### config.mk
export PLATFORM = sky130hd
export DESIGN_NAME = skt_ctrl
export DESIGN_NICKNAME = d
export VERILOG_FILES = /design/src/hdl/skt_pkg.sv /design/src/hdl/skt_ctrl.sv
export SDC_FILE = /design/constraint.sdc
export NUM_CORES = 1
export LEC_CHECK = 0
export CAP_MARGIN = 10
export CORE_ASPECT_RATIO = 1.5
export CORE_MARGIN = 2
export CORE_UTILIZATION = 40
export DETAILED_ROUTE_END_ITERATION = 16
export DONT_BUFFER_PORTS = 1
export HOLD_SLACK_MARGIN = 0.02
export SLEW_MARGIN = 40
export SYNTH_ARGS = -nofsm -noshare
export SYNTH_HDL_FRONTEND = slang
export SYNTH_SLANG_ARGS = --single-unit
### constraint.sdc
create_clock -name clock -period 14.2 [get_ports clock]
set_input_delay 2.84 -clock clock [delete_from_list [all_inputs] [get_ports clock]]
set_output_delay 2.84 -clock clock [all_outputs]
set_load 0.01 [all_outputs]
### src/hdl/skt_pkg.sv
// shared types, codes and defaults for the sorted key table
package skt_pkg;

   localparam int CAPACITY_DEFAULT  = 256;
   localparam int KEY_WIDTH_DEFAULT = 32;
   localparam int FIELD_WIDTH       = 32;
   localparam int COUNT_OUT_WIDTH   = 9;

   localparam logic OP_INSERT = 1'b0;
   localparam logic OP_LOOKUP = 1'b1;

   typedef enum logic [1:0] {
      ST_OK   = 2'd0,
      ST_FULL = 2'd1,
      ST_DUP  = 2'd2,
      ST_MISS = 2'd3
   } status_type;

   typedef struct packed {
      status_type                 status;
      logic [FIELD_WIDTH-1:0]     found_size;
      logic [FIELD_WIDTH-1:0]     found_page;
      logic [COUNT_OUT_WIDTH-1:0] entry_count;
   } result_type;

endpackage

### src/hdl/skt_ctrl.sv
// search and shift sequencer around one shared key comparator
module skt_ctrl #(
   parameter int CAPACITY   = skt_pkg::CAPACITY_DEFAULT,
   parameter int KEY_WIDTH  = skt_pkg::KEY_WIDTH_DEFAULT,
   parameter int DATA_WIDTH = KEY_WIDTH + 2 * skt_pkg::FIELD_WIDTH,
   parameter int ADDR_WIDTH = $clog2(CAPACITY)
) (
   input  logic                                clock,
   input  logic                                reset,
   input  logic                                start,
   input  logic                                opcode,
   input  logic [KEY_WIDTH-1:0]                key,
   input  logic [skt_pkg::FIELD_WIDTH-1:0]     data_size,
   input  logic [skt_pkg::FIELD_WIDTH-1:0]     data_page,
   input  logic                                ack,
   output logic                                idle,
   output logic                                done,
   output skt_pkg::result_type                 result,
   output logic                                rd_en,
   output logic [ADDR_WIDTH-1:0]               rd_addr,
   input  logic [DATA_WIDTH-1:0]               rd_data,
   output logic                                wr_en,
   output logic [ADDR_WIDTH-1:0]               wr_addr,
   output logic [DATA_WIDTH-1:0]               wr_data
);
   import skt_pkg::*;

   localparam int CW = $clog2(CAPACITY + 1);

   typedef enum logic [2:0] {
      S_IDLE, S_SEARCH, S_COMPARE, S_SHIFT, S_WRITE, S_DONE
   } state_type;

   state_type              state_ff;
   logic                   op_ff;
   logic [KEY_WIDTH-1:0]   key_ff;
   logic [FIELD_WIDTH-1:0] size_ff;
   logic [FIELD_WIDTH-1:0] page_ff;
   logic [CW-1:0]          count_ff;
   logic [CW-1:0]          lo_ff;
   logic [CW-1:0]          hi_ff;
   logic [CW-1:0]          mid_ff;
   logic [CW-1:0]          mid_in;
   logic [CW-1:0]          wptr_ff;
   status_type             status_ff;
   logic [FIELD_WIDTH-1:0] fsize_ff;
   logic [FIELD_WIDTH-1:0] fpage_ff;

   logic [KEY_WIDTH-1:0]   cell_key;
   logic                   key_lt;
   logic                   key_gt;
   logic [CW-1:0]          last_idx;
   logic [CW-1:0]          shift_src;

   assign mid_in    = lo_ff + ((hi_ff - lo_ff) >> 1);
   assign last_idx  = count_ff - CW'(1);
   assign shift_src = wptr_ff - CW'(2);
   assign cell_key  = rd_data[DATA_WIDTH-1 -: KEY_WIDTH];
   // the shared comparator
   assign key_lt    = key_ff < cell_key;
   assign key_gt    = cell_key < key_ff;

   always_comb begin
      rd_en   = 1'b0;
      rd_addr = mid_in[ADDR_WIDTH-1:0];
      wr_en   = 1'b0;
      wr_addr = wptr_ff[ADDR_WIDTH-1:0];
      wr_data = rd_data;
      case (state_ff)
         S_SEARCH: begin
            if (lo_ff < hi_ff) begin
               rd_en   = 1'b1;
               rd_addr = mid_in[ADDR_WIDTH-1:0];
            end else if (op_ff == OP_INSERT && lo_ff != count_ff) begin
               rd_en   = 1'b1;
               rd_addr = last_idx[ADDR_WIDTH-1:0];
            end
         end
         S_SHIFT: begin
            wr_en   = 1'b1;
            wr_addr = wptr_ff[ADDR_WIDTH-1:0];
            wr_data = rd_data;
            if (CW'(wptr_ff - CW'(1)) != lo_ff) begin
               rd_en   = 1'b1;
               rd_addr = shift_src[ADDR_WIDTH-1:0];
            end
         end
         S_WRITE: begin
            wr_en   = 1'b1;
            wr_addr = lo_ff[ADDR_WIDTH-1:0];
            wr_data = {key_ff, size_ff, page_ff};
         end
         default: begin
            rd_en = 1'b0;
            wr_en = 1'b0;
         end
      endcase
   end

   always_ff @(posedge clock) begin
      if (reset) begin
         state_ff <= S_IDLE;
         count_ff <= '0;
      end else begin
         case (state_ff)
            S_IDLE: begin
               if (start) begin
                  op_ff    <= opcode;
                  key_ff   <= key;
                  size_ff  <= data_size;
                  page_ff  <= data_page;
                  fsize_ff <= '0;
                  fpage_ff <= '0;
                  lo_ff    <= '0;
                  hi_ff    <= count_ff;
                  if (opcode == OP_INSERT && count_ff >= CW'(CAPACITY)) begin
                     status_ff <= ST_FULL;
                     state_ff  <= S_DONE;
                  end else begin
                     state_ff <= S_SEARCH;
                  end
               end
            end
            S_SEARCH: begin
               if (lo_ff < hi_ff) begin
                  mid_ff   <= mid_in;
                  state_ff <= S_COMPARE;
               end else if (op_ff == OP_LOOKUP) begin
                  status_ff <= ST_MISS;
                  state_ff  <= S_DONE;
               end else if (lo_ff == count_ff) begin
                  state_ff <= S_WRITE;
               end else begin
                  wptr_ff  <= count_ff;
                  state_ff <= S_SHIFT;
               end
            end
            S_COMPARE: begin
               if (key_lt) begin
                  hi_ff    <= mid_ff;
                  state_ff <= S_SEARCH;
               end else if (key_gt) begin
                  lo_ff    <= mid_ff + CW'(1);
                  state_ff <= S_SEARCH;
               end else begin
                  if (op_ff == OP_LOOKUP) begin
                     status_ff <= ST_OK;
                     fsize_ff  <= rd_data[2*FIELD_WIDTH-1:FIELD_WIDTH];
                     fpage_ff  <= rd_data[FIELD_WIDTH-1:0];
                  end else begin
                     status_ff <= ST_DUP;
                  end
                  state_ff <= S_DONE;
               end
            end
            S_SHIFT: begin
               if (CW'(wptr_ff - CW'(1)) == lo_ff) begin
                  state_ff <= S_WRITE;
               end else begin
                  wptr_ff <= wptr_ff - CW'(1);
               end
            end
            S_WRITE: begin
               count_ff  <= count_ff + CW'(1);
               status_ff <= ST_OK;
               state_ff  <= S_DONE;
            end
            S_DONE: begin
               if (ack) begin
                  state_ff <= S_IDLE;
               end
            end
            default: begin
               state_ff <= S_IDLE;
            end
         endcase
      end
   end

   assign idle               = (state_ff == S_IDLE);
   assign done               = (state_ff == S_DONE);
   assign result.status      = status_ff;
   assign result.found_size  = fsize_ff;
   assign result.found_page  = fpage_ff;
   assign result.entry_count = COUNT_OUT_WIDTH'(count_ff);

endmodule

**Word-level counts from Yosys, hierarchy flattened**

Cells that the tools add are included.

- Equality and inequality tests: 23
- Reduce and logical (&&, ||, !) cells: 15
- $lt $le $gt $ge: 4
- Add/sub/neg operators: 7
- Mux-type cells: 50
- Bitwise logic cells: 3

Operators with widths:

| kind | count |
|---|---|
| $mux W32 | 7 |
| $pmux W32 S2 | 2 |
| $mux W96 | 1 |
| $mux W9 | 9 |
| $lt A32 B32 Y1 | 2 |
| $pmux W9 S2 | 3 |
| $mux W8 | 4 |
| $mux W3 | 9 |
| $ne A2 B2 Y1 const B | 13 |
| $add A9 B1 Y9 const B | 2 |
| $eq A9 B9 Y1 | 2 |
| $ne A9 B9 Y1 | 2 |
| $pmux W3 S6 | 1 |
| $pmux W8 S2 | 1 |
| $mux W2 | 7 |
| $reduce_and A6 Y1 | 2 |
| $add A9 B8 Y9 | 1 |
| $ge A9 B9 Y1 const B | 1 |
| $lt A9 B9 Y1 | 1 |
| $reduce_and A3 Y1 | 3 |
| $sub A9 B1 Y9 const B | 1 |
| $sub A9 B9 Y9 | 1 |
| $pmux W2 S4 | 1 |
| $reduce_and A8 Y1 | 1 |
| other kinds (16) | 25 |

- Register bits after elaboration: 211
- Input port bits: 197

**Depth between registers and ports, before layout**

- Depth after elaboration: 5
- Gate-level depth with buffers: 15
- Depth with buffers taken out: 15

**Least setup slack after synthesis**

OpenSTA, ideal clock, no wires.

- Path kind: input port to flip-flop
- From: input reset
- To: register hi_ff[0] (enable)
- Slack: 2.923 ns
- Required time: 13.797 ns
- Data arrival time: 10.875 ns
- Stages: 4
- Cells stage by stage: clkbuf_1 -> nor3b_1 -> inv_1 -> o41ai_1

- Longest elaborated chain between the ends: 2

Ends and longest elaborated chain:

| element | RTL line | text |
|---|---|---|
| from (decl) | skt_ctrl.sv:9 | `input logic reset,` |
| $not A1 Y1 (no line) | -- |  |
| $reduce_and A4 Y1 (no line) | -- |  |
| to (signal assigned) | skt_ctrl.sv:115 | `hi_ff <= count_ff;` |
| to (signal assigned) | skt_ctrl.sv:140 | `hi_ff <= mid_ff;` |
| to (decl) | skt_ctrl.sv:41 | `logic [CW-1:0] hi_ff;` |

No other way between the ends.
A chain may end at the register's enable or synchronous reset.

**Worst setup path in the final report**

- From: register wptr_ff[2]
- To: output rd_addr[4]

- Longest elaborated chain between the ends: 4
- Elaborated cells on any way between the ends: 5

Ends and longest elaborated chain:

| element | RTL line | text |
|---|---|---|
| from (decl) | skt_ctrl.sv:44 | `logic [CW-1:0] wptr_ff;` |
| from (signal assigned) | skt_ctrl.sv:134 | `wptr_ff <= count_ff;` |
| from (signal assigned) | skt_ctrl.sv:160 | `wptr_ff <= wptr_ff - CW'(1);` |
| $sub A9 B1 Y9 | skt_ctrl.sv:83 | `if (CW'(wptr_ff - CW'(1)) != lo_ff) begin` |
| $ne A9 B9 Y1 | skt_ctrl.sv:83 |  |
| $mux W8 * | skt_ctrl.sv:83 |  |
| $pmux W8 S2 * | skt_ctrl.sv:69 | `case (state_ff)` |
| to (decl) | skt_ctrl.sv:20 | `output logic [ADDR_WIDTH-1:0] rd_addr,` |

Every way passes the cells marked *; elsewhere a longest branch is shown, timed or not.

==> summary.md <==
| Metric | Value |
|---|---|
| Clk pwr share | a little over a third |
| FF-to-FF path depth | 8 |
| Seq cells post-synth | ~210 |
| Synth cell count leaders | edfxtp_1, nand2_1, and3_1, mux2_2, o21ai_0 |
| Vias in the first global route | 7375 |
| Remaining global-route overflow | 0 |
| DRC errors left | 0 |
| Hold crit path type | flop to flop |
| H-tree levels | 1 |
| Setup total negative slack | 0 ps |
| Worst endpoint required time | ~11000 ps |
| Final period utilization | 46.4% |
| Status | complete, no violations |
| Seq pwr share | a little under half |
| Layout Skew | a little over 20 ps |
| CP Launch Type | flop |
| Syn. warnings | 0 |
| Top-count cell post-synth | edfxtp_1 |
| Gate power share | 19.1% |
| Worst-path fanout max | 16 |
| Pwr dens | 141 mW/mm2 |
| Seq/Total Area, Yosys | 56.2% |
| Final max-slew violation count | 0 |
| Rel. slew slack | between 40 and 50% |
| Wire per inst | roughly 24 um |
| LEAKAGE | between 0.004 and 0.005 uW |
| Largest cells by area after synthesis | edfxtp_1, mux2_2, ha_1, and3_1, nand2_1 |
| Synth-to-Final Area Change | 9.68% |
| Final setup viols | 0 |
| Dpl hpwl | approximately 23000 um |
| CTS tree | built |
| Die span in x | between 100 and 150 um |
| Number of buffers inserted by hold repair at cts | 0 |
| Initial core utilization | between 40% and 50% |
| Psw | about 500 uW |
| Clock-pin slew on the worst setup and hold paths | approximately 60 ps |
| Initial DRC count | about 320 |
| WL final | just over 30000 um |
| Worst setup margin | 7610 ps |
| Delay-heaviest family, CP | compound AO/OA/AOI/OAI gates |
| Final min period | roughly 6600 ps |
| Nets | about 1200 |
| Clk buf depth | 3 |
| Top FF cell, synth | edfxtp_1 |
| R2r setup slk | around 11000 ps |
| Worst Setup Slack post-DPL | roughly 8200 ps |
| CP endpoint kind | output port |
| Synth cell types | 60 |
| Routability congestion estimate from global placement | 0.875 |
| Synthesized Nets | 1194 |
| Switching Share | between 20 and 30% |
| Antenna-violating nets left | 0 |
| Ys async rst share | 0% |
| Gr usage total | approximately a fifth |
| CTS Root Cell | clkbuf_16 |
| Worst path cell trace | inv_1 > ha_1 > inv_1 > o41ai_1 > a32oi_1 > o31ai_4 > and2_4 > a21o_1 |
| Hold path cells | 2 |
| First-pass GRT wire length | roughly 45000 um |
| Final Hold Vio Count | 0 |
| Core ar. | ~0.027 mm2 |
| Max Cap Viol | 0 |
| WP buf/inv | 2 |
| Initial antenna violation count | 2 |
| Setup Fix Bufs, Post-CTS | 0 |
| Critical Setup Path Class | flop to output port |
| CTS Buf Count | 23 |
| VDD IR-drop max | ~130 uV |
| Slowest CP cell | o31ai_4 |
| Hold EP | hi_ff[8]$_DFFE_PP_ |
| EDFF count, synth | 199 |
| Int Power | ~1200 uW |
| I/O pin cnt | 388 |
| Yosys top cell area share | between 50% and 60% |
| Synth Instances | between 900 and 1000 |
| Row Count | 74 |
| Post-cts gate resize count | 0 |
| Syn avg cell area | 11.8 um2 |
| Area leader, netlist | edfxtp_1 |
| Hold Crit Start | mid_ff[8]$_DFFE_PP_ |
| Mapped cell area | between 0.01 and 0.015 mm2 |
| Clk sinks | roughly 210 |
| Worst-Margin Slew | 849 ps |
| Max Freq | roughly 150 MHz |
| Delay of the slowest critical-path stage | roughly 790 ps |
| Die height | just over 200 um |
| Share of layout cells above drive strength 1 | 14.0% |
| FF-to-FF Start | wptr_ff[2]$_DFFE_PP_ |
| Total die area | between 0.02 and 0.03 mm2 |
| DR vias/cell | about 5.6 |
| Largest net degree at the start of global routing | 84 |
| Vias | 7142 |
| Crit path DAT | between 3000 and 4000 ps |
| Most used cell, CP | inv_1 |
| Unrepaired setup endpoints after global routing | no |
| RR Endpoint | wptr_ff[2]$_DFFE_PP_ |
| Skew-Pair Late Insertion Delay | 530 ps |
| IO Port Bufs | 0 |
| Pre-antenna DRT Iters | 4 |
## metal layers
layer / GRT usage (%) / routed length (um)
met5: 0 / 11
met2: 38.5 / 16800
met3: 5.84 / 2460
met1: 20.9 / 10600
met4: 7.69 / 1070
## placed cells by master (no fill, tap or decap), types with 3 or more instances in the layout
master     count
edfxtp_1     199
nand2_1      102
and3_1        71
mux2_2        64
o21ai_0       60
ha_1          57
inv_1         53
a21oi_1       38
nor2_1        35
xnor2_1       30
xor2_1        29
clkbuf_16     23
a21o_1        16
nand3_1       15
nand4_1       12
dfxtp_1       11
nor3_1        10
buf_4          9
nand2b_1       7
nor2b_1        6
nor4_1         5
clkbuf_1       5
o21a_1         4
o22ai_1        4
o221ai_1       4
clkinv_2       4
o21bai_1       3
a211o_1        3
a221oi_1       3
bufinv_16      3
## registers in the layout, indices dropped and copies added (netlist names), 32 cells and up
register and count:
fpage_ff 32, page_ff 32, size_ff 32, key_ff 32, fsize_ff 32
## layout make-up
| cell class | instances | area, um2 |
|---|---|---|
| clock buffer | 28 | 594 |
| antenna | 1 | 2.50 |
| multi-input combinational | 621 | 4460 |
| fill | 2545 | 15100 |
| inverter | 53 | 199 |
| clock inverter | 13 | 150 |
| sequential | 211 | 6220 |
| tap | 342 | 428 |
| timing repair buffer | 11 | 90.1 |
## cell families after synthesis
group                    Yosys count  synth area share [%]
multiplexers                      66                  6.69
AND/OR/NAND/NOR                  284                  13.1
adder cells (fa/ha/maj)           59                  6.81
flip-flops                       211                  56.2
buffers and inverters            106                  3.82
AO/OA/AOI/OAI                    153                  8.72
XOR/XNOR                          59                  4.67
## how the worst max path moves through the flow
stage / from / end / slack [ps] / cells past startpoint
global placement: rd_data[64] / wr_data[64] / 8170 / 2
global route: lo_ff[3]$_SDFFCE_PN0P_ / rd_addr[7] / 7350 / 13
detailed placement: lo_ff[0]$_SDFFCE_PN0P_ / rd_addr[6] / 8150 / 12
finish: wptr_ff[2]$_DFFE_PP_ / rd_addr[4] / 7610 / 8
floorplan: reset / hi_ff[0]$_DFFE_PP_ / 2920 / 4
CTS: lo_ff[0]$_SDFFCE_PN0P_ / rd_addr[6] / 7570 / 12
## tightest hold or removal path, cell delays in order, from the launching register on
cell and delay, ps:
edfxtp_1 370, nand2_1 60, nand2_1 50
## per-stage QoR
stage | instance area (um2) | total power (uW) | util (%) | std cells | hold WS (ps)
after floorplan | 11100 | 1040 | - | 938 | 531
after global placement | 11400 | 1120 | 41.8 | 1238 | 550
after detailed placement | 11400 | 1120 | 41.8 | 1238 | 556
after CTS | 12100 | 1730 | 44.6 | 1279 | 579
after global routing | 12100 | 1780 | 44.6 | 1280 | 621
final | 12100 | 1710 | 44.6 | 1280 | 581
## power by group through the flow
| stage | clock (uW) | sequential [uW] | combinational (uW) |
|---|---|---|---|
| after global placement | 0 | 792 | 325 |
| final | 602 | 779 | 325 |
| after floorplan | 0 | 782 | 255 |
| after detailed placement | 0 | 793 | 329 |
| after CTS | 618 | 780 | 331 |
| after global routing | 637 | 783 | 359 |
(Power assumes the default switching activity.)
